File: src/rtl/qai_pkg.sv
// shared types, widths and constants of the quaternion attitude integrator
// no dependencies
`default_nettype none

package qai_pkg;

    localparam int DATA_W = 32;
    localparam int MUL_W  = 33;
    localparam int PROD_W = 66;
    localparam int ACC_W  = 64;
    localparam int INC_W  = 49;
    localparam int ROOT_W = 32;
    localparam int MAG_W  = 31;

    localparam logic signed [INC_W-1:0] SAT_POS = 49'sd2147483647;
    localparam logic signed [INC_W-1:0] SAT_NEG = -49'sd2147483647;

    // quaternion component codes
    localparam logic [1:0] COMP_W = 2'd0;
    localparam logic [1:0] COMP_X = 2'd1;
    localparam logic [1:0] COMP_Y = 2'd2;
    localparam logic [1:0] COMP_Z = 2'd3;

    // step codes inside one component
    localparam logic [2:0] TERM_OX  = 3'd0;
    localparam logic [2:0] TERM_OY  = 3'd1;
    localparam logic [2:0] TERM_OZ  = 3'd2;
    localparam logic [2:0] TERM_LO  = 3'd3;
    localparam logic [2:0] TERM_HI  = 3'd4;

    typedef struct packed {
        logic [1:0] qsel;
        logic       neg;
    } term_sel_t;

    // hamilton product (0,omega)*q: which q component and sign goes with each omega term
    function automatic term_sel_t term_sel(input logic [1:0] comp, input logic [1:0] term);
        term_sel_t s;
        s.qsel = COMP_W;
        s.neg  = 1'b0;
        case ({comp, term})
            {COMP_W, 2'd0}: begin s.qsel = COMP_X; s.neg = 1'b1; end
            {COMP_W, 2'd1}: begin s.qsel = COMP_Y; s.neg = 1'b1; end
            {COMP_W, 2'd2}: begin s.qsel = COMP_Z; s.neg = 1'b1; end
            {COMP_X, 2'd0}: begin s.qsel = COMP_W; s.neg = 1'b0; end
            {COMP_X, 2'd1}: begin s.qsel = COMP_Z; s.neg = 1'b0; end
            {COMP_X, 2'd2}: begin s.qsel = COMP_Y; s.neg = 1'b1; end
            {COMP_Y, 2'd0}: begin s.qsel = COMP_Z; s.neg = 1'b1; end
            {COMP_Y, 2'd1}: begin s.qsel = COMP_W; s.neg = 1'b0; end
            {COMP_Y, 2'd2}: begin s.qsel = COMP_X; s.neg = 1'b0; end
            {COMP_Z, 2'd0}: begin s.qsel = COMP_Y; s.neg = 1'b0; end
            {COMP_Z, 2'd1}: begin s.qsel = COMP_X; s.neg = 1'b1; end
            {COMP_Z, 2'd2}: begin s.qsel = COMP_W; s.neg = 1'b0; end
            default: begin s.qsel = COMP_W; s.neg = 1'b0; end
        endcase
        return s;
    endfunction

endpackage

`default_nettype wire

File: src/rtl/qai_mul.sv
// shared registered 33x33 signed multiplier
// depends on qai_pkg
`default_nettype none

module qai_mul (
    input  wire logic                                  aclk,
    input  wire logic signed [qai_pkg::MUL_W-1:0]      a_in,
    input  wire logic signed [qai_pkg::MUL_W-1:0]      b_in,
    output logic signed [qai_pkg::PROD_W-1:0]          p_reg
);

    always_ff @(posedge aclk) begin
        p_reg <= a_in * b_in;
    end

endmodule

`default_nettype wire

File: config.mk
export PLATFORM = sky130hd
export DESIGN_NAME = qai_mul
export DESIGN_NICKNAME = d
export VERILOG_FILES = /design/src/rtl/qai_pkg.sv /design/src/rtl/qai_mul.sv
export SDC_FILE = /design/constraint.sdc
export NUM_CORES = 2
export LEC_CHECK = 0
export BUFFER_PORTS_ARGS = -buffer_cell sky130_fd_sc_hd__buf_2
export CORE_MARGIN = 2
export CORE_UTILIZATION = 65
export CTS_BUF_LIST = sky130_fd_sc_hd__clkbuf_8
export CTS_CLUSTER_DIAMETER = 80
export DETAILED_ROUTE_END_ITERATION = 12
export PLACE_DENSITY = 0.83
export SETUP_SLACK_MARGIN = 0.3
export SLEW_MARGIN = 20
export SYNTH_ARGS = -nofsm -noshare
export SYNTH_HDL_FRONTEND = slang
export SYNTH_SLANG_ARGS = --single-unit
export TNS_END_PERCENT = 5
File: constraint.sdc
create_clock -name aclk -period 9.01 [get_ports aclk]
set_input_delay 0.4505 -clock aclk [delete_from_list [all_inputs] [get_ports aclk]]
set_output_delay 0.4505 -clock aclk [all_outputs]
set_load 0.02 [all_outputs]
==> flow_metrics.py <==
metrics = {
    "logic_synthesis": {
        "synthTopCellsByCount": "fa_1, inv_1, and2_1",
        "synth_seq_cells": 66,
        "ys_types": 80,
        "syn_inst": 4338,
        "synth.largest_area_cell": "fa_1",
        "synth_edf_count": 0,
        "yosysTopAreaCellShare_pct": 56.3,
        "seq_area_frac_synth_pct": 3.24,
        "synthTopCellsByArea": "fa_1, inv_1, and2_1, ha_1, nand2_1",
        "synth.most_common_cell": "fa_1",
        "synth_nets": 5767,
        "yosys_warnings": 0,
        "netlist_area_mm2": 0.0407,
        "synth_flop_cell": "dfxtp_1",
        "ys_async_sr_fraction_pct": 0,
        "avgSynthCellArea_um2": 9.39,
    },
    "global_routing": {
        "grt_max_degree": 34,
        "grt_use_total_pct": 35.4,
        "grt_first_pass_wirelength_um": 174000,
        "met2_usage_pct": 58.5,
        "grt_pass1_vias": 32826,
        "grt_use_met3_pct": 6.22,
        "overflow": 0,
        "grt-busiest-layer": "met2",
        "use_met1_pct": 44.7,
        "antenna_found_initial": 7,
    },
    "layout": {
        "stdcell_count": 5141,
        "area_delta_synth_final_pct": 3.25,
        "largest_reg_flops": 66,
        "drive_gt1_share_pct": 5.05,
        "nets": 5723,
        "fillers": 4616,
    },
    "routing": {
        "drc": 0,
        "drtIter0Drc": 2261,
        "vias": 29431,
        "firstDrtPassIters": 6,
        "wirelength_um": 106000,
        "wl_per_cell_um": 20.5,
        "vias_per_cell": 5.72,
        "postRouteAntennaNets": 0,
    },
    "timing": {
        "setup_slack_ns": 0.897,
        "setup_viol": 0,
        "whs_ns": 0.593,
        "finalHoldViolations": 0,
        "period_needed_ns": 8.11,
        "worst_pin_slew_ns": 0.926,
        "fin_crit_sh_pct": 90.0,
        "fmax_ghz": 0.123,
        "tns_ns": 0,
        "rsz0062_at_grt": "false",
        "slew_violations": 0,
        "max_slew_margin_pct": 38.3,
    },
    "min_path": {
        "hp-class": "primary input to flip-flop",
        "min_path_cells": 2,
    },
    "critical_path": {
        "end_kind": "flip-flop",
        "cp.arrival_ns": 8.50,
        "cp.required_ns": 9.40,
        "critPathKind": "primary input to flip-flop",
        "critPathMaxFanout": 33,
        "crit_path_start_kind": "primary input",
    },
    "cts": {
        "cts_tree": "done",
        "htreeDepth": 3,
        "cts_made_buffers": 9,
        "post_cts_buffers": 0,
        "clockBufferDepth": 2,
        "cts.sinks": 66,
        "hold_buffers": 0,
        "post_cts_resized": 0,
        "path_clk_slew_ns": 0.09,
        "root_buffer": "clkbuf_8",
    },
    "die": {
        "core_area_mm2": 0.0618,
        "io_pins": 133,
        "die_area_mm2": 0.0647,
        "start_util_pct": 65.9,
        "die_h_um": 254,
        "die_x_um": 254,
        "num_rows": 91,
    },
    "run_status": {
        "outcome": "completed",
    },
    "placement": {
        "globalplace.congestion": 0.952,
        "dp_hpwl_um": 86300,
        "numPortBuffers": 132,
        "dp.cells": 5120,
        "place_ws_ns": 0.493,
    },
    "flow_run": {
        "drv_cap": 0,
    },
}
[worst paths after layout]
check,from,end,slack [ns]
worst min-delay path,b_in[0],p_reg[0],0.59
worst max-delay path,b_in[9],p_reg[63],0.90
[routing by layer]
metal	share of wire, %	up-vias	routed length (um)
li1	-	12238	-
met1	35	15222	37400
met2	50	1566	52500
met3	8.9	405	9370
met4	6.0	0	6370
met5	0	-	0
[cell usage in the layout, fill, tap and decap left out, types with 9 or more instances in the layout]
cell type / synthesis / final
a21o_1: 36 / 36
a21oi_1: 57 / 57
and2_1: 562 / 562
buf_2: 11 / 132
buf_4: 0 / 33
clkbuf_8: 0 / 9
dfxtp_1: 66 / 66
fa_1: 1145 / 1145
ha_1: 217 / 217
inv_1: 1131 / 1133
nand2_1: 551 / 551
nand2b_1: 12 / 12
nand3_1: 25 / 25
nand4_1: 11 / 11
nor2_1: 68 / 68
o21ai_0: 25 / 25
o21bai_1: 11 / 11
xnor2_1: 43 / 43
xor2_1: 25 / 25
[worst max-delay path: stages]
cell and delay [ns]:
buf_2 0.63, nand2_1 0.31, fa_1 0.71, fa_1 0.90, fa_1 0.53, inv_1 0.39
fa_1 0.53, fa_1 0.58, fa_1 0.44, fa_1 0.49, inv_1 0.05, fa_1 0.47
inv_1 0.04, ha_1 0.40, and3_1 0.31, nand4_1 0.12, nor4_1 0.40, a21oi_4 0.22
or3b_1 0.42, nand3_1 0.08
[final cells by class]
type / instances / area [um2] / area share, %
inverters: 1131 / 4250 / 10.1
clock inverters: 7 / 62.6 / 0.149
repair buffers: 166 / 928 / 2.21
clock buffers: 9 / 124 / 0.295
multi-input cells: 2920 / 34300 / 81.6
flip-flops and latches: 66 / 1320 / 3.14
well taps: 837 / 1050 / 2.49
diodes: 5 / 12.5 / 0.0297
[through the flow]
stage,utilization [%],instance area [um2]
after floorplan,-,40700
after detailed placement,67.7,41900
after global placement,67.7,41900
final,68.0,42100
after CTS,68.0,42000
after global routing,68.0,42100
[cell families after synthesis]
group	count (synthesis)	synth area share [%]
flip-flops	66	3.24
AND/OR/NAND/NOR	1271	15.8
AO/OA/AOI/OAI	219	4.07
adder cells (fa/ha/maj)	1362	62.9
buffers and inverters	1352	12.5
XOR/XNOR	68	1.46
Power is not shown: default switching activity piles up to over one toggle a cycle in this logic, so the estimate is an artifact.
