`src/rtl/qai_pkg.sv`:
```
// shared types, widths and constants of the quaternion attitude integrator
// no dependencies
`default_nettype none

package qai_pkg;

    localparam int DATA_W = 32;
    localparam int MUL_W  = 33;
    localparam int PROD_W = 66;
    localparam int ACC_W  = 64;
    localparam int INC_W  = 49;
    localparam int ROOT_W = 32;
    localparam int MAG_W  = 31;

    localparam logic signed [INC_W-1:0] SAT_POS = 49'sd2147483647;
    localparam logic signed [INC_W-1:0] SAT_NEG = -49'sd2147483647;

    // quaternion component codes
    localparam logic [1:0] COMP_W = 2'd0;
    localparam logic [1:0] COMP_X = 2'd1;
    localparam logic [1:0] COMP_Y = 2'd2;
    localparam logic [1:0] COMP_Z = 2'd3;

    // step codes inside one component
    localparam logic [2:0] TERM_OX  = 3'd0;
    localparam logic [2:0] TERM_OY  = 3'd1;
    localparam logic [2:0] TERM_OZ  = 3'd2;
    localparam logic [2:0] TERM_LO  = 3'd3;
    localparam logic [2:0] TERM_HI  = 3'd4;

    typedef struct packed {
        logic [1:0] qsel;
        logic       neg;
    } term_sel_t;

    // hamilton product (0,omega)*q: which q component and sign goes with each omega term
    function automatic term_sel_t term_sel(input logic [1:0] comp, input logic [1:0] term);
        term_sel_t s;
        s.qsel = COMP_W;
        s.neg  = 1'b0;
        case ({comp, term})
            {COMP_W, 2'd0}: begin s.qsel = COMP_X; s.neg = 1'b1; end
            {COMP_W, 2'd1}: begin s.qsel = COMP_Y; s.neg = 1'b1; end
            {COMP_W, 2'd2}: begin s.qsel = COMP_Z; s.neg = 1'b1; end
            {COMP_X, 2'd0}: begin s.qsel = COMP_W; s.neg = 1'b0; end
            {COMP_X, 2'd1}: begin s.qsel = COMP_Z; s.neg = 1'b0; end
            {COMP_X, 2'd2}: begin s.qsel = COMP_Y; s.neg = 1'b1; end
            {COMP_Y, 2'd0}: begin s.qsel = COMP_Z; s.neg = 1'b1; end
            {COMP_Y, 2'd1}: begin s.qsel = COMP_W; s.neg = 1'b0; end
            {COMP_Y, 2'd2}: begin s.qsel = COMP_X; s.neg = 1'b0; end
            {COMP_Z, 2'd0}: begin s.qsel = COMP_Y; s.neg = 1'b0; end
            {COMP_Z, 2'd1}: begin s.qsel = COMP_X; s.neg = 1'b1; end
            {COMP_Z, 2'd2}: begin s.qsel = COMP_W; s.neg = 1'b0; end
            default: begin s.qsel = COMP_W; s.neg = 1'b0; end
        endcase
        return s;
    endfunction

endpackage

`default_nettype wire

```
`src/rtl/qai_sqrt.sv`:
```
// iterative 64-bit integer square root, one result bit per cycle
// depends on qai_pkg
`default_nettype none

module qai_sqrt (
    input  wire logic                              aclk,
    input  wire logic                              aresetn,
    input  wire logic                              start,
    input  wire logic [qai_pkg::ACC_W-1:0]         radicand,
    output logic                                   busy_reg,
    output logic                                   done_reg,
    output logic [qai_pkg::ROOT_W-1:0]             root
);

    logic [qai_pkg::ACC_W-1:0] rem_reg;
    logic [qai_pkg::ACC_W-1:0] res_reg;
    logic [qai_pkg::ACC_W-1:0] bit_reg;
    logic [5:0]                cnt_reg;
    logic [qai_pkg::ACC_W:0]   trial;

    assign trial = {1'b0, res_reg} + {1'b0, bit_reg};
    assign root  = res_reg[qai_pkg::ROOT_W-1:0];

    always_ff @(posedge aclk) begin
        if (!aresetn) begin
            busy_reg <= 1'b0;
            done_reg <= 1'b0;
            cnt_reg  <= '0;
        end else begin
            done_reg <= 1'b0;
            if (start) begin
                busy_reg <= 1'b1;
                cnt_reg  <= 6'd32;
                rem_reg  <= radicand;
                res_reg  <= '0;
                bit_reg  <= qai_pkg::ACC_W'(64'd1 << 62);
            end else if (busy_reg) begin
                if ({1'b0, rem_reg} >= trial) begin
                    rem_reg <= rem_reg - trial[qai_pkg::ACC_W-1:0];
                    res_reg <= (res_reg >> 1) + bit_reg;
                end else begin
                    res_reg <= res_reg >> 1;
                end
                bit_reg <= bit_reg >> 2;
                cnt_reg <= cnt_reg - 6'd1;
                if (cnt_reg == 6'd1) begin
                    busy_reg <= 1'b0;
                    done_reg <= 1'b1;
                end
            end
        end
    end

    a_done_pulse: assert property (@(posedge aclk) disable iff (!aresetn)
        done_reg |=> !done_reg) else $error("sqrt done held longer than one cycle");

endmodule

`default_nettype wire

```
`config.mk`:
```
export PLATFORM = sky130hd
export DESIGN_NAME = qai_sqrt
export DESIGN_NICKNAME = d
export VERILOG_FILES = /design/src/rtl/qai_pkg.sv /design/src/rtl/qai_sqrt.sv
export SDC_FILE = /design/constraint.sdc
export NUM_CORES = 1
export LEC_CHECK = 0
export ABC_AREA = 1
export ABC_CLOCK_PERIOD_IN_PS = 15650
export BUFFER_PORTS_ARGS = -buffer_cell sky130_fd_sc_hd__buf_2
export CAP_MARGIN = 15
export CORE_MARGIN = 2
export CORE_UTILIZATION = 35
export CTS_BUF_LIST = sky130_fd_sc_hd__clkbuf_8
export DETAILED_ROUTE_END_ITERATION = 16
export PLACE_DENSITY = 0.56
export REMOVE_ABC_BUFFERS = 1
export SLEW_MARGIN = 10
export SYNTH_ARGS = -nofsm -noshare
export SYNTH_HDL_FRONTEND = slang
export SYNTH_SLANG_ARGS = --single-unit
```
`constraint.sdc`:
```
create_clock -name aclk -period 15.65 [get_ports aclk]
set_clock_uncertainty 0.1 [all_clocks]
set_input_delay 1.565 -clock aclk [delete_from_list [all_inputs] [get_ports aclk]]
set_output_delay 1.565 -clock aclk [all_outputs]
set_load 0.02 [all_outputs]
```
==> metrics <==
outcome=complete, no violations; Slew @ Worst Pin=0.946 ns; critical path type=reg -> reg; Syn Std Cell Area=0.0188 sq mm; final setup vio count=0; Setup TNS=0 ns; clock tree buffer depth=2; setup ws final=8.10 ns; drt total wl=73.7 mm; gpl congestion=1.01; CORE AREA=0.0535 sq mm; crit path capture type=register; Static Leak=8.64 nW; Max Clk Rate=132 MHz; Synth Area per Inst=6.39 sq um; final worst-path cycle share=48.3%; Post-Place Setup Slack=8.21 ns; Pwr Density=110 mW/mm^2; Worst Path Max Fanout=66; GRT Util Overall=26.2%; post-synthesis cell type count=50; Startpoint Class=register; max-cap viol count=0; worst rel slew slack=36.8%; starting density of the core=35.2%; post-DR wirelength/cell=19.9 microns; first-pass GRT wire length=111 mm; worst-skew pair later-pin latency=0.60 ns; Req. time, crit path=15.76 ns; Detail Route Antenna Nets=0; adder-cell share of the synthesized area=8.87%; post-DR vias/cell=5.39; Post-CTS Resized=0; Port Buffers=100; post-DP HPWL=60.6 mm; mux contribution to synthesized area=0%; synthesized instance count=2949; largest net degree at the start of global routing=126; CTS tree=yes; peak supply drop=0.0000680 V; xor and xnor fraction of the mapped netlist area=5.58%; Synth Area in Compound Gates=15.1%; Layout Utilization=37.9%; Yosys reg bits=168; largest family of logic cells by synthesized area=simple AND/OR/NAND/NOR gates; Final Hold Viols=0; area delta synth->final=7.64%; worst hold path type=reg -> reg; synthesized-area fraction occupied by and/or/nand/nor cells=33.6%; YS warnings=0; die width=236 microns; Crit path top cell by count=nand2_1; share of cells above drive strength 1=6.40%; die height=236 microns; register area share after synthesis=26.3%; RSZ-0062 raised after global routing=no; Starting DRT DRC Count=1488; slowest CP cell=buf_4; minimum clock period=7.55 ns; TritonCTS Buffers=17; CTS root buf=clkbuf_8; die area=0.0557 sq mm; initial antenna violation count=1; Clock Sinks=168; Boundary Pins=101; Slew Limit Fails=0; DR pass1 iterations=7; vias post-DR=20000; Diodes inserted=0; # hold bufs at CTS=0; FP Rows=85; DRC violation count after routing=0; # nets final=3201; H-tree Lvls=4; setup bufs post-CTS=0; WP data arrival=7.67 ns; Clk pin slew, worst setup/hold paths=0.11 ns; number of global-route vias before repair=19400; critical path's largest stage delay=0.71 ns; GRT overflow=0
cell usage in the layout (no fill, tap or decap), types with 5 or more instances in the layout:
cell type and count:
o21ai_1 16, buf_2 99, a21o_1 6, clkbuf_8 17, inv_2 5, nand3_1 229, or2_2 27, o21a_1 8
buf_4 10, nor2_1 385, inv_1 398, a21oi_1 213, xnor2_1 47, nor2_2 6, a21boi_0 10, nand3b_1 10
xor2_1 73, edfxtp_1 160, o211ai_1 8, nor3_1 34, nor4_1 11, dfxtp_1 8, o31ai_1 5, a31oi_1 17
ha_1 132, o21bai_1 21, inv_6 7, o21ai_0 203, nand4_1 27, nand2_1 777
cells by family after synthesis:
group,Yosys count
compound gates,525
xor+xnor,120
buf+inv,480
simple gates,1523
flops,168
fa+ha+maj,133
worst max-delay path, delay by kind of cell, from the launching register on:
kind,cells,cell delay (ns)
compound gates,4,1.56
fa+ha+maj,2,0.97
buf+inv,5,1.68
flops,1,0.53
simple gates,15,2.22
synthesized netlist by cell type (all sizes together):
cell | n | area [sq um]
nand2 | 780 | 2940
inv | 403 | 1510
nor2 | 393 | 1510
nand3 | 230 | 1160
o21ai | 221 | 1110
a21oi | 214 | 1070
edfxtp | 160 | 4800
ha | 132 | 1650
xor2 | 73 | 639
buf | 60 | 404
xnor2 | 47 | 412
nor3 | 35 | 180
or2 | 28 | 175
nand4 | 27 | 169
o21bai | 21 | 158
a31oi | 17 | 106
clkbuf | 17 | 63.8
nor4 | 11 | 68.8
a21boi | 10 | 75.1
nand3b | 10 | 75.1
dfxtp | 8 | 160
o211ai | 8 | 60.1
o21a | 8 | 60.1
a21o | 6 | 45.0
o31ai | 5 | 37.5
a221oi | 4 | 35.0
a211oi | 3 | 22.5
and2 | 3 | 18.8
o22ai | 3 | 18.8
and3 | 2 | 12.5
nand2b | 2 | 12.5
nor3b | 2 | 20.0
o2111ai | 2 | 17.5
a31o | 1 | 8.76
a32o | 1 | 10.0
fa | 1 | 20.0
o221a | 1 | 11.3
per-layer routing:
| metal | share of wire (%) | global-route usage [%] |
|---|---|---|
| met5 | 0 | 0 |
| met2 | 45 | 42.9 |
| met4 | 4.1 | 11.7 |
| met1 | 45 | 34.7 |
| met3 | 5.9 | 3.09 |
area by class of cell:
type                            instances  area (sq um)
Inverter                              403          1510
Clock inverter                         15           200
Sequential cell                       168          4960
Timing Repair Buffer                  110           591
Multi-Input combinational cell       2301         11900
Clock buffer                           17           234
Fill cell                            5955         33200
Tap cell                              696           871
per-stage QoR:
stage	hold WS [ns]	area, sq um	power [mW]	cells
6_report	0.415	20300	2.23	3710
5_1_grt	0.442	20300	2.39	3710
4_1_cts	0.415	20300	2.21	3710
3_5_place_dp	0.400	19900	1.83	3678
3_3_place_gp	0.377	19900	1.82	3678
2_1_floorplan	0.363	18400	1.45	2872
worst paths after layout:
path	start	endpoint	slack, ns	depth (start not counted)
worst max register to register	res_reg[6]$_SDFFCE_PP0P_	rem_reg[45]$_DFFE_PP_	8.10	26
worst min-delay path	cnt_reg[4]$_SDFFE_PP0P_	cnt_reg[4]$_SDFFE_PP0P_	0.42	2
worst min register to register	cnt_reg[4]$_SDFFE_PP0P_	cnt_reg[4]$_SDFFE_PP0P_	0.42	2
worst max-delay path	res_reg[6]$_SDFFCE_PP0P_	rem_reg[45]$_DFFE_PP_	8.10	26
power breakdown:
| group | internal, mW | switching, mW | leakage (nW) | total (mW) |
|---|---|---|---|---|
| clock network | 0.165 | 0.211 | 0.226 | 0.376 |
| logic | 0.384 | 0.814 | 6.81 | 1.20 |
| registers | 0.575 | 0.0762 | 1.61 | 0.651 |
| total | 1.12 | 1.10 | 8.64 | 2.23 |
Note: power is estimated with default switching activity, not from simulation.
