`src/rtl/qai_pkg.sv`:
```
// shared types, widths and constants of the quaternion attitude integrator
// no dependencies
`default_nettype none

package qai_pkg;

    localparam int DATA_W = 32;
    localparam int MUL_W  = 33;
    localparam int PROD_W = 66;
    localparam int ACC_W  = 64;
    localparam int INC_W  = 49;
    localparam int ROOT_W = 32;
    localparam int MAG_W  = 31;

    localparam logic signed [INC_W-1:0] SAT_POS = 49'sd2147483647;
    localparam logic signed [INC_W-1:0] SAT_NEG = -49'sd2147483647;

    // quaternion component codes
    localparam logic [1:0] COMP_W = 2'd0;
    localparam logic [1:0] COMP_X = 2'd1;
    localparam logic [1:0] COMP_Y = 2'd2;
    localparam logic [1:0] COMP_Z = 2'd3;

    // step codes inside one component
    localparam logic [2:0] TERM_OX  = 3'd0;
    localparam logic [2:0] TERM_OY  = 3'd1;
    localparam logic [2:0] TERM_OZ  = 3'd2;
    localparam logic [2:0] TERM_LO  = 3'd3;
    localparam logic [2:0] TERM_HI  = 3'd4;

    typedef struct packed {
        logic [1:0] qsel;
        logic       neg;
    } term_sel_t;

    // hamilton product (0,omega)*q: which q component and sign goes with each omega term
    function automatic term_sel_t term_sel(input logic [1:0] comp, input logic [1:0] term);
        term_sel_t s;
        s.qsel = COMP_W;
        s.neg  = 1'b0;
        case ({comp, term})
            {COMP_W, 2'd0}: begin s.qsel = COMP_X; s.neg = 1'b1; end
            {COMP_W, 2'd1}: begin s.qsel = COMP_Y; s.neg = 1'b1; end
            {COMP_W, 2'd2}: begin s.qsel = COMP_Z; s.neg = 1'b1; end
            {COMP_X, 2'd0}: begin s.qsel = COMP_W; s.neg = 1'b0; end
            {COMP_X, 2'd1}: begin s.qsel = COMP_Z; s.neg = 1'b0; end
            {COMP_X, 2'd2}: begin s.qsel = COMP_Y; s.neg = 1'b1; end
            {COMP_Y, 2'd0}: begin s.qsel = COMP_Z; s.neg = 1'b1; end
            {COMP_Y, 2'd1}: begin s.qsel = COMP_W; s.neg = 1'b0; end
            {COMP_Y, 2'd2}: begin s.qsel = COMP_X; s.neg = 1'b0; end
            {COMP_Z, 2'd0}: begin s.qsel = COMP_Y; s.neg = 1'b0; end
            {COMP_Z, 2'd1}: begin s.qsel = COMP_X; s.neg = 1'b1; end
            {COMP_Z, 2'd2}: begin s.qsel = COMP_W; s.neg = 1'b0; end
            default: begin s.qsel = COMP_W; s.neg = 1'b0; end
        endcase
        return s;
    endfunction

endpackage

`default_nettype wire

```
`src/rtl/qai_div.sv`:
```
// iterative restoring divider for normalization, one quotient bit per cycle
// depends on qai_pkg; needs dividend <= divisor so the quotient fits FRAC_BITS+1 bits
`default_nettype none

module qai_div #(
    parameter int FRAC_BITS = 30
) (
    input  wire logic                          aclk,
    input  wire logic                          aresetn,
    input  wire logic                          start,
    input  wire logic [qai_pkg::MAG_W-1:0]     dividend,
    input  wire logic [qai_pkg::ROOT_W-1:0]    divisor,
    output logic                               done_reg,
    output logic [FRAC_BITS:0]                 quot_reg
);

    localparam int REM_W = qai_pkg::ROOT_W + 2;
    localparam int CNT_W = $clog2(FRAC_BITS + 2);

    logic [REM_W-1:0]          rem_reg;
    logic [qai_pkg::ROOT_W-1:0] dvs_reg;
    logic [CNT_W-1:0]          cnt_reg;
    logic                      busy_reg;
    logic [REM_W-1:0]          dvs_ext;
    logic                      qbit;
    logic [REM_W-1:0]          rem_sub;

    assign dvs_ext = REM_W'(dvs_reg);
    assign qbit    = rem_reg >= dvs_ext;
    assign rem_sub = qbit ? rem_reg - dvs_ext : rem_reg;

    always_ff @(posedge aclk) begin
        if (!aresetn) begin
            busy_reg <= 1'b0;
            done_reg <= 1'b0;
            cnt_reg  <= '0;
        end else begin
            done_reg <= 1'b0;
            if (start) begin
                busy_reg <= 1'b1;
                cnt_reg  <= CNT_W'(FRAC_BITS + 1);
                rem_reg  <= REM_W'(dividend);
                dvs_reg  <= divisor;
                quot_reg <= '0;
            end else if (busy_reg) begin
                rem_reg  <= {rem_sub[REM_W-2:0], 1'b0};
                quot_reg <= {quot_reg[FRAC_BITS-1:0], qbit};
                cnt_reg  <= cnt_reg - CNT_W'(1);
                if (cnt_reg == CNT_W'(1)) begin
                    busy_reg <= 1'b0;
                    done_reg <= 1'b1;
                end
            end
        end
    end

    a_div_done: assert property (@(posedge aclk) disable iff (!aresetn)
        done_reg |-> !busy_reg) else $error("divider done while still busy");

endmodule

`default_nettype wire
```
`config.mk`:
```
export PLATFORM = sky130hd
export DESIGN_NAME = qai_div
export DESIGN_NICKNAME = d
export VERILOG_FILES = /design/src/rtl/qai_pkg.sv /design/src/rtl/qai_div.sv
export SDC_FILE = /design/constraint.sdc
export NUM_CORES = 1
export LEC_CHECK = 0
export ABC_CLOCK_PERIOD_IN_PS = 6150
export BUFFER_PORTS_ARGS = -buffer_cell sky130_fd_sc_hd__buf_2
export CAP_MARGIN = 20
export CORE_ASPECT_RATIO = 1.5
export CORE_UTILIZATION = 45
export DETAILED_ROUTE_END_ITERATION = 8
export PLACE_DENSITY = 0.74
export SETUP_SLACK_MARGIN = 0.05
export SKIP_CTS_REPAIR_TIMING = 1
export SLEW_MARGIN = 15
export SYNTH_ARGS = -nofsm -noshare
export SYNTH_HDL_FRONTEND = slang
export SYNTH_SLANG_ARGS = --single-unit
```
`constraint.sdc`:
```
create_clock -name aclk -period 6.15 [get_ports aclk]
set_clock_uncertainty 0.05 [all_clocks]
set_input_delay 0.3075 -clock aclk [delete_from_list [all_inputs] [get_ports aclk]]
set_output_delay 0.3075 -clock aclk [all_outputs]
set_load 0.1 [all_outputs]
```
==> metrics, run 1 <==
grt total ovfl=0; die height=143 um; cell internal pwr=about 1.4 mW; Tightest Pin Transition=~850 ps; Non-Filler Cell Area, Final=slightly below 7000 um^2; DR WL/cell=about 15 um; Placeable Area=about 13000 um^2; Yosys top cell by area=edfxtp_1; switching share of power=0.333; starting density of the core=0.462; Post-Syn Instances=550; Num Clock Sinks=~100; level count of the clock H-tree=3; Post-synth EDFFs=97; Final Max Tran Viols=0; Post-DP Area=around 6600 um^2; Layout area overhead=14.8%; top-count cell post-synth=edfxtp_1; Synth async-reset ratio=0; DR iter-0 viols=~190; setup_tns=0 ps; initial antenna violation count=0; filler cell count=1142; RSZ-0062 raised after global routing=no; Cell Area, Synth=between 5000 and 6000 um^2; endpoints failing setup=0; Required @ worst endpoint=6200 ps; post-route ant nets=0; Max Cap Viol=0; routed wire length=roughly 12000 um; PwrDens=296 nW/um^2; top cells by area, synth=edfxtp_1 49%, ha_1 7.1%, a21oi_1 3.5%; max reg flops=34; post-route minimum period=roughly 3800 ps; first-pass GRT wire length=between 20000 and 25000 um; via count=about 4.4k; Post-synth top cells=97 x edfxtp_1, 45 x inv_1, 42 x a21oi_1; vias per cell=around 5.4; final hold vios=0; Seq pwr share=0.433; DRC violations left=0; Die ar.=approximately 14000 um^2; Unique masters post-synth=54; critical-path cell list=inv_1, ha_1, inv_1, fa_1, a211oi_1, o211ai_1, a21oi_1, o21ai_0, a31oi_4, buf_4, or2_2, o21ai_0; TritonCTS clock tree=done; Synthesized Nets=~650; FF+latch count, synth=104; sequential area share after synthesis=0.510; Die X=between 90 and 100 um; worst-skew pair later-pin latency=~360 ps; synth warn=0; Antenna diodes=0; Root Buffer=clkbuf_16; share of Yosys cell area claimed by the top area cell type=0.487; CP max stage delay=roughly 520 ps; crit share post-route=0.614; Lkg Pwr=between 2 and 3 nW; Pre-antenna DRT Iters=4; largest net degree at the start of global routing=90; worst hold path type=in -> reg; hpwl dp=a little under 9000 um; Reg clk slew, reported paths=80 ps; # nets final=741; CP Launch Type=flop; Comb pwr share=0.291; Top Family by Delay on Critical Path=compound AO/OA/AOI/OAI gates; Critical Path AT=approximately 3800 ps; vias in the first global route=approximately 4.3k; total clock buffers created by CTS=9; Synth Flop Type=edfxtp_1; run status=finished, final reports clean; Total Routing Usage GR=0.193; Routability Congestion=about 0.89; crit path kind=reg -> reg; critical path fanouts, max=34; site row count=around 50; worst vdd ir=0.122 mV; Layout Utilization=0.531; power share of the clock group=0.277; CP Buf/Inv Count=3; slowest CP cell=a31oi_4; fmax=265 MHz; I/O pins=98; port bufs=97; slew margin rel.=0.430; Sw Pwr=a little under 0.7 mW; fraction of layout cells with a size suffix above 1=0.214; total power=between 2 and 2.5 mW; clock buffer depth=2; Crit. End Element=flop; syn_area_per_cell=10.9 um^2
==> through the flow <==
step	hold slack, ps	instances	setup slack [ps]
after global routing	57.6	804	2000
final	67.4	804	2370
after CTS	53.8	804	2360
after floorplan	356	550	3090
after global placement	434	788	2450
after detailed placement	436	788	2370
==> cell usage in the layout, fill, tap and decap left out, types with 15 or more instances in the layout <==
| cell | synthesis | routed |
|---|---|---|
| buf_2 | 2 | 97 |
| ha_1 | 34 | 34 |
| xnor2_1 | 18 | 18 |
| o21ai_0 | 34 | 34 |
| xor2_1 | 15 | 15 |
| inv_1 | 45 | 45 |
| a21oi_1 | 42 | 42 |
| nand2_1 | 39 | 39 |
| edfxtp_1 | 97 | 97 |
| nor2b_1 | 32 | 32 |
==> final timing paths <==
| kind | from | to | slack (ps) | cells past startpoint |
|---|---|---|---|---|
| setup / recovery | rem_reg[0]$_SDFFCE_PN0P_ | rem_reg[31]$_SDFFCE_PP0P_ | 2370 | 12 |
| hold / removal | divisor[30] | dvs_reg[30]$_DFFE_PP_ | 70 | 1 |
| setup reg to reg | rem_reg[0]$_SDFFCE_PN0P_ | rem_reg[31]$_SDFFCE_PP0P_ | 2370 | 12 |
| hold reg to reg | busy_reg$_SDFF_PN0_ | done_reg$_SDFF_PP0_ | 490 | 2 |
==> cell type report <==
| type | instances | area [um^2] | share of cell area |
|---|---|---|---|
| well taps | 159 | 199 | 0.0289 |
| multi-input cells | 379 | 2650 | 0.385 |
| repair buffers | 101 | 515 | 0.0750 |
| clock inverters | 7 | 63.8 | 0.00928 |
| inverters | 45 | 169 | 0.0246 |
| flip-flops and latches | 104 | 3050 | 0.444 |
| clock buffers | 9 | 225 | 0.0328 |
==> kinds of logic after synthesis <==
| group | synth area share |
|---|---|
| and+or+nand+nor | 0.132 |
| DFF | 0.510 |
| xor gates and xnor gates | 0.0483 |
| buffers and inverters | 0.0477 |
| adders and majority gates | 0.0744 |
| muxes | 0.0314 |
| AOI/OAI and AO/OA | 0.157 |
==> power by group through the flow <==
stage	clock network (mW)	registers [mW]	logic (mW)
after floorplan	0	0.978	0.388
after global placement	0	0.893	0.574
after detailed placement	0	0.895	0.588
after global routing	0.601	0.887	0.652
after CTS	0.578	0.880	0.592
final	0.562	0.880	0.590
==> layer usage <==
metal  vias up  GRT usage  share of wire
li1       2176          -              -
met1      2070      0.230           0.42
met2       101      0.328           0.52
met3        24     0.0383          0.038
met4         0     0.0911          0.026
met5         -          0              0
(Power assumes the default switching activity.)
==> run 2: changes to the inputs <==
- ABC_CLOCK_PERIOD_IN_PS: 6150 -> 3100
- PLACE_DENSITY: 0.74 -> 0.77
- clock period: 6.15 -> 3.1 ns (I/O delays scaled with it)
==> run 2 against run 1 <==
  * Count of clock-buffer cells in the layout unchanged
  * Maximum frequency increased by 27%
  * Worst setup slack got worse by 2200 ps
  * Largest power group unchanged
  * First-iteration DRC count increased by 24%
  * Highest routed layer unchanged
  * Sequential power increased by 99%
  * Critical path depth decreased by 2
  * Final cell count increased by 7.1%
  * Power increased by 120%
  * Via count increased by 6.1%
  * Global-route usage decreased by 0.060 points
==> metrics, run 2 (same netlist as run 1, synthesis figures left out) <==
run status=finished, final reports clean (unchanged); TritonCTS clock tree=done (unchanged); crit path kind=reg -> reg (unchanged); Max Cap Viol=0 (unchanged); Placeable Area=13000 um^2 (unchanged); Layout area overhead=27.8% (was 14.8%); Reg clk slew, reported paths=70 ps (was 80 ps); Non-Filler Cell Area, Final=7650 um^2 (was 6870 um^2); Post-DP Area=6700 um^2 (was 6590 um^2); PwrDens=574 nW/um^2 (was 296 nW/um^2); Routability Congestion=0.898 (was 0.892); # nets final=798 (was 741); slowest CP cell=edfxtp_1 (was a31oi_4); max reg flops=34 (unchanged); Antenna diodes=0 (unchanged); total clock buffers created by CTS=9 (unchanged); hpwl dp=9240 um (was 8930 um); worst hold path type=in -> reg (unchanged); vias in the first global route=4465 (was 4291); worst-skew pair later-pin latency=360 ps (about the same); post-route minimum period=2970 ps (was 3780 ps); most frequent cells in the layout=97 x edfxtp_1, 97 x buf_2, 41 x inv_1, 41 x a21oi_1, 39 x nand2_1 (was 97 x edfxtp_1, 97 x buf_2, 45 x inv_1, 42 x a21oi_1, 39 x nand2_1); Final Max Tran Viols=0 (unchanged); worst vdd ir=0.331 mV (was 0.122 mV); Pre-antenna DRT Iters=4 (unchanged); grt total ovfl=0 (unchanged); first-pass GRT wire length=20400 um (was 20200 um); clock buffer depth=2 (unchanged); CP max stage delay=400 ps (was 520 ps); final hold vios=0 (unchanged); level count of the clock H-tree=3 (unchanged); Tightest Pin Transition=768 ps (was 854 ps); Die X=96.2 um (unchanged); die height=143 um (unchanged); crit share post-route=0.958 (was 0.614); critical-path cell list=inv_2, ha_4, and3_4, a41o_1, a2111o_1, a311o_1, a31oi_4, buf_8, o21ai_0, mux2_2 (was inv_1, ha_1, inv_1, fa_1, a211oi_1, o211ai_1, a21oi_1, o21ai_0, a31oi_4, buf_4, or2_2, o21ai_0); via count=4637 (was 4371); Crit. End Element=flop (unchanged); slew margin rel.=0.488 (was 0.430); I/O pins=98 (unchanged); Total Routing Usage GR=0.192 (was 0.193); critical path fanouts, max=7 (was 34); port bufs=97 (unchanged); fmax=337 MHz (was 265 MHz); initial antenna violation count=0 (unchanged); Lkg Pwr=3.19 nW (was 2.89 nW); routed wire length=13500 um (was 12500 um); post-route ant nets=0 (unchanged); DR WL/cell=15.7 um (was 15.5 um); endpoints failing setup=0 (unchanged); DR iter-0 viols=231 (was 186); largest net degree at the start of global routing=50 (was 90); CP Launch Type=flop (unchanged); DRC violations left=0 (unchanged); Required @ worst endpoint=3150 ps (was 6200 ps); Root Buffer=clkbuf_16 (unchanged); Critical Path AT=3020 ps (was 3820 ps); starting density of the core=0.462 (unchanged); Num Clock Sinks=104 (unchanged); RSZ-0062 raised after global routing=yes (was no); vias per cell=5.39 (was 5.44); Die ar.=13800 um^2 (unchanged); fraction of layout cells with a size suffix above 1=0.272 (was 0.214); site row count=51 (unchanged); total power=4.39 mW (was 2.03 mW)
==> run 2: changes by cell type in the layout (fill, tap and decap cells not counted), moves of 3 or more <==
| cell | before | now |
|---|---|---|
| dlygate4sd3_1 | 0 | 32 |
| ha_2 | 0 | 7 |
| inv_2 | 0 | 4 |
| ha_1 | 34 | 23 |
| ha_4 | 0 | 4 |
| buf_8 | 0 | 3 |
| buf_4 | 4 | 22 |
| inv_1 | 45 | 41 |
==> run 2: layout make-up <==
class | instances | area, um^2
Fill cell | 1076 | 5300
Sequential cell | 104 | 3050
Multi-Input combinational cell | 379 | 2790
Timing Repair Buffer | 158 | 1110
Clock buffer | 9 | 225
Tap cell | 159 | 199
Inverter | 45 | 169
Clock inverter | 7 | 111
==> run 2: layer usage <==
metal  global-route usage  share of wire  vias to the layer above
li1                     -              -                     2296
met1                0.223           0.41                     2237
met2                0.344           0.54                       87
met3               0.0325          0.037                       17
met4               0.0778          0.018                        0
met5                    0              0                        -
==> run 2: path summary, 6_finish.rpt <==
| path | from | to | slack [ps] | depth (start not counted) |
|---|---|---|---|---|
| setup / recovery | dvs_reg[27]$_DFFE_PP_ | rem_reg[24]$_DFFE_PP_ | 130 | 10 |
| hold / removal | dividend[3] | rem_reg[3]$_DFFE_PP_ | 30 | 3 |
| setup reg to reg | dvs_reg[27]$_DFFE_PP_ | rem_reg[24]$_DFFE_PP_ | 130 | 10 |
| hold reg to reg | quot_reg[29]$_SDFFCE_PP0P_ | quot_reg[30]$_SDFFCE_PP0P_ | 510 | 1 |
==> run 2: per-stage QoR <==
| stage | instances | util | worst slack [ps] | hold WS, ps | TNS, ps |
|---|---|---|---|---|---|
| after global routing | 861 | 0.591 | 12.1 | 47.9 | 0 |
| after floorplan | 550 | - | 92.1 | 204 | 0 |
| after detailed placement | 802 | 0.517 | -34.7 | 283 | -34.7 |
| final | 861 | 0.591 | 132 | 34.6 | 0 |
| after global placement | 802 | 0.517 | 65.1 | 281 | 0 |
| after CTS | 818 | 0.543 | -70.8 | -88.6 | -128 |
==> run 2: where the power goes <==
group / switching, mW / leakage, nW / internal, mW
logic: 0.794 / 2.04 / 0.583
clock network: 0.537 / 0.164 / 0.725
registers: 0.0620 / 0.989 / 1.69
total: 1.39 / 3.19 / 3.00
==> run 2: critical path, delay by kind of cell, from the launching register on <==
family	cells	cell delay, ps
AND/OR/NAND/NOR	1	170
buffers and inverters	2	270
AO/OA/AOI/OAI	5	1370
multiplexers	1	270
flip-flops	1	400
adder cells (fa/ha/maj)	1	200
==> run 3: changes to the inputs <==
- CELL_PAD_IN_SITES_DETAIL_PLACEMENT: not set -> 0
- CELL_PAD_IN_SITES_GLOBAL_PLACEMENT: not set -> 1
- CORE_UTILIZATION: 45 -> 40
- PLACE_DENSITY: 0.77 -> 0.84
==> run 3 against run 2 <==
  * Non-clock buffer count increased by 10
  * First-iteration DRC count decreased by 30%
  * Highest routed layer unchanged
  * Sequential power about the same
  * Hold slack improved by 0.83 ps
  * Largest power group unchanged
  * Worst setup slack got worse by 38 ps
  * Count of clock-buffer cells in the layout unchanged
  * Clock power decreased by 10%
  * Critical path depth unchanged
  * Global-route usage decreased by 1.8 points
  * Utilization decreased by 6.1 points
  * Sequential share of layout area decreased by 0.41 points
  * Maximum frequency decreased by 1.3%
==> metrics, run 3 (same netlist as run 1, synthesis figures left out) <==
Pre-antenna DRT Iters=4 (unchanged); cell internal pwr=2.86 mW (was 3.00 mW); Place WS=8.86 ps (was -34.7 ps); grt total ovfl=0 (unchanged); CP Buf/Inv Count=2 (unchanged); non-filler cells, final=908 (was 861); setup_tns=0 ps (unchanged); DR iter-0 viols=162 (was 231); Crit. End Element=flop (unchanged); # nets final=808 (was 798); site row count=54 (was 51); crit share post-route=0.970 (was 0.958); endpoints failing setup=0 (unchanged); DR WL/cell=15.3 um (was 15.7 um); routed wire length=13900 um (was 13500 um); fmax=333 MHz (was 337 MHz); worst-skew pair later-pin latency=350 ps (was 360 ps); I/O pins=98 (unchanged); initial antenna violation count=0 (unchanged); run status=finished, final reports clean (unchanged); Die ar.=15500 um^2 (was 13800 um^2); starting density of the core=0.410 (was 0.462); Root Buffer=clkbuf_16 (unchanged); Placeable Area=14600 um^2 (was 13000 um^2); worst hold path type=in -> reg (unchanged); worst vdd ir=0.275 mV (was 0.331 mV); Required @ worst endpoint=3150 ps (about the same); level count of the clock H-tree=3 (unchanged); Die X=102 um (was 96.2 um); Num Clock Sinks=104 (unchanged); first-pass GRT wire length=21400 um (was 20400 um); RSZ-0062 raised after global routing=yes (unchanged); Top Family by Delay on Critical Path=compound AO/OA/AOI/OAI gates (unchanged); Routability Congestion=0.843 (was 0.898); final worst slack=93.5 ps (was 132 ps); Layout area overhead=29.2% (was 27.8%); most frequent cells in the layout=97 x edfxtp_1, 97 x buf_2, 41 x a21oi_1, 40 x inv_1, 39 x nand2_1 (was 97 x edfxtp_1, 97 x buf_2, 41 x inv_1, 41 x a21oi_1, 39 x nand2_1); Antenna diodes=0 (unchanged); CP Launch Type=flop (unchanged); Tightest Pin Transition=515 ps (was 768 ps); Final Max Tran Viols=0 (unchanged); final hold vios=0 (unchanged); critical-path cell list=inv_2, ha_4, and3_4, a41o_1, a2111o_1, a311o_1, a31oi_4, clkbuf_16, o21ai_2, mux2_4 (was inv_2, ha_4, and3_4, a41o_1, a2111o_1, a311o_1, a31oi_4, buf_8, o21ai_0, mux2_2); max reg flops=34 (unchanged); Reg clk slew, reported paths=80 ps (was 70 ps); slew margin rel.=0.657 (was 0.488); switching share of power=0.333 (was 0.317); Seq pwr share=0.408 (was 0.399); dpl cells=847 (was 802); critical path fanouts, max=7 (unchanged); Lkg Pwr=3.24 nW (was 3.19 nW); post-route ant nets=0 (unchanged); Layout Utilization=0.530 (was 0.591); CP max stage delay=390 ps (was 400 ps); Sw Pwr=1.43 mW (was 1.39 mW); slowest CP cell=edfxtp_1 (unchanged); Total Routing Usage GR=0.174 (was 0.192); vias in the first global route=4434 (was 4465); via count=4644 (was 4637); power share of the clock group=0.264 (was 0.287); Comb pwr share=0.329 (was 0.314); total clock buffers created by CTS=9 (unchanged); vias per cell=5.11 (was 5.39); hpwl dp=9510 um (was 9240 um); clock buffer depth=2 (unchanged); die height=152 um (was 143 um); largest net degree at the start of global routing=47 (was 50); crit path kind=reg -> reg (unchanged); TritonCTS clock tree=done (unchanged); PwrDens=554 nW/um^2 (was 574 nW/um^2); port bufs=97 (unchanged); Critical Path AT=3060 ps (was 3020 ps); DRC violations left=0 (unchanged); Max Cap Viol=0 (unchanged); post-route minimum period=3010 ps (was 2970 ps); fraction of layout cells with a size suffix above 1=0.272 (about the same)
run 3: layout make-up:
type	count	area (um^2)
Fill cell	1343	6860
Sequential cell	104	3050
Multi-Input combinational cell	379	2780
Timing Repair Buffer	168	1200
Tap cell	196	245
Clock buffer	9	225
Inverter	45	169
Clock inverter	7	65.1
run 3: metal layers:
layer / vias up / wire length (um) / global-route usage
li1: 2315 / - / -
met1: 2249 / 5950 / 0.218
met2: 69 / 7410 / 0.307
met3: 11 / 364 / 0.0258
met4: 0 / 174 / 0.0497
met5: - / 0 / 0
run 3: path summary, 6_finish.rpt:
kind         slack [ps]                     to                  start  cells after the start
max                  90  rem_reg[13]$_DFFE_PP_  dvs_reg[28]$_DFFE_PP_                     10
max reg2reg          90  rem_reg[13]$_DFFE_PP_  dvs_reg[28]$_DFFE_PP_                     10
min reg2reg         490    done_reg$_SDFF_PP0_    busy_reg$_SDFF_PN0_                      2
min                  40   rem_reg[9]$_DFFE_PP_            dividend[9]                      3
run 3: stage by stage:
| stage | power, mW | instance area, um^2 | hold slack (ps) |
|---|---|---|---|
| 6_report | 4.29 | 7730 | 35.5 |
| 2_1_floorplan | 2.71 | 5990 | 204 |
| 3_5_place_dp | 3.01 | 6820 | 283 |
| 5_1_grt | 4.50 | 7730 | 45.9 |
| 4_1_cts | 4.15 | 7110 | -88.8 |
| 3_3_place_gp | 2.99 | 6820 | 281 |
run 3: tightest hold or removal path, delay by kind of cell:
family	cells	cell delay [ps]
buf+inv	1	80
compound gates	1	60
simple gates	1	40
run 3: power by group through the flow:
stage          Clock (mW)  Combinational (mW)  Sequential [mW]
6_report             1.13                1.41             1.75
5_1_grt              1.20                1.54             1.76
4_1_cts              1.15                1.25             1.74
3_5_place_dp            0                1.24             1.77
3_3_place_gp            0                1.22             1.77
2_1_floorplan           0               0.770             1.94
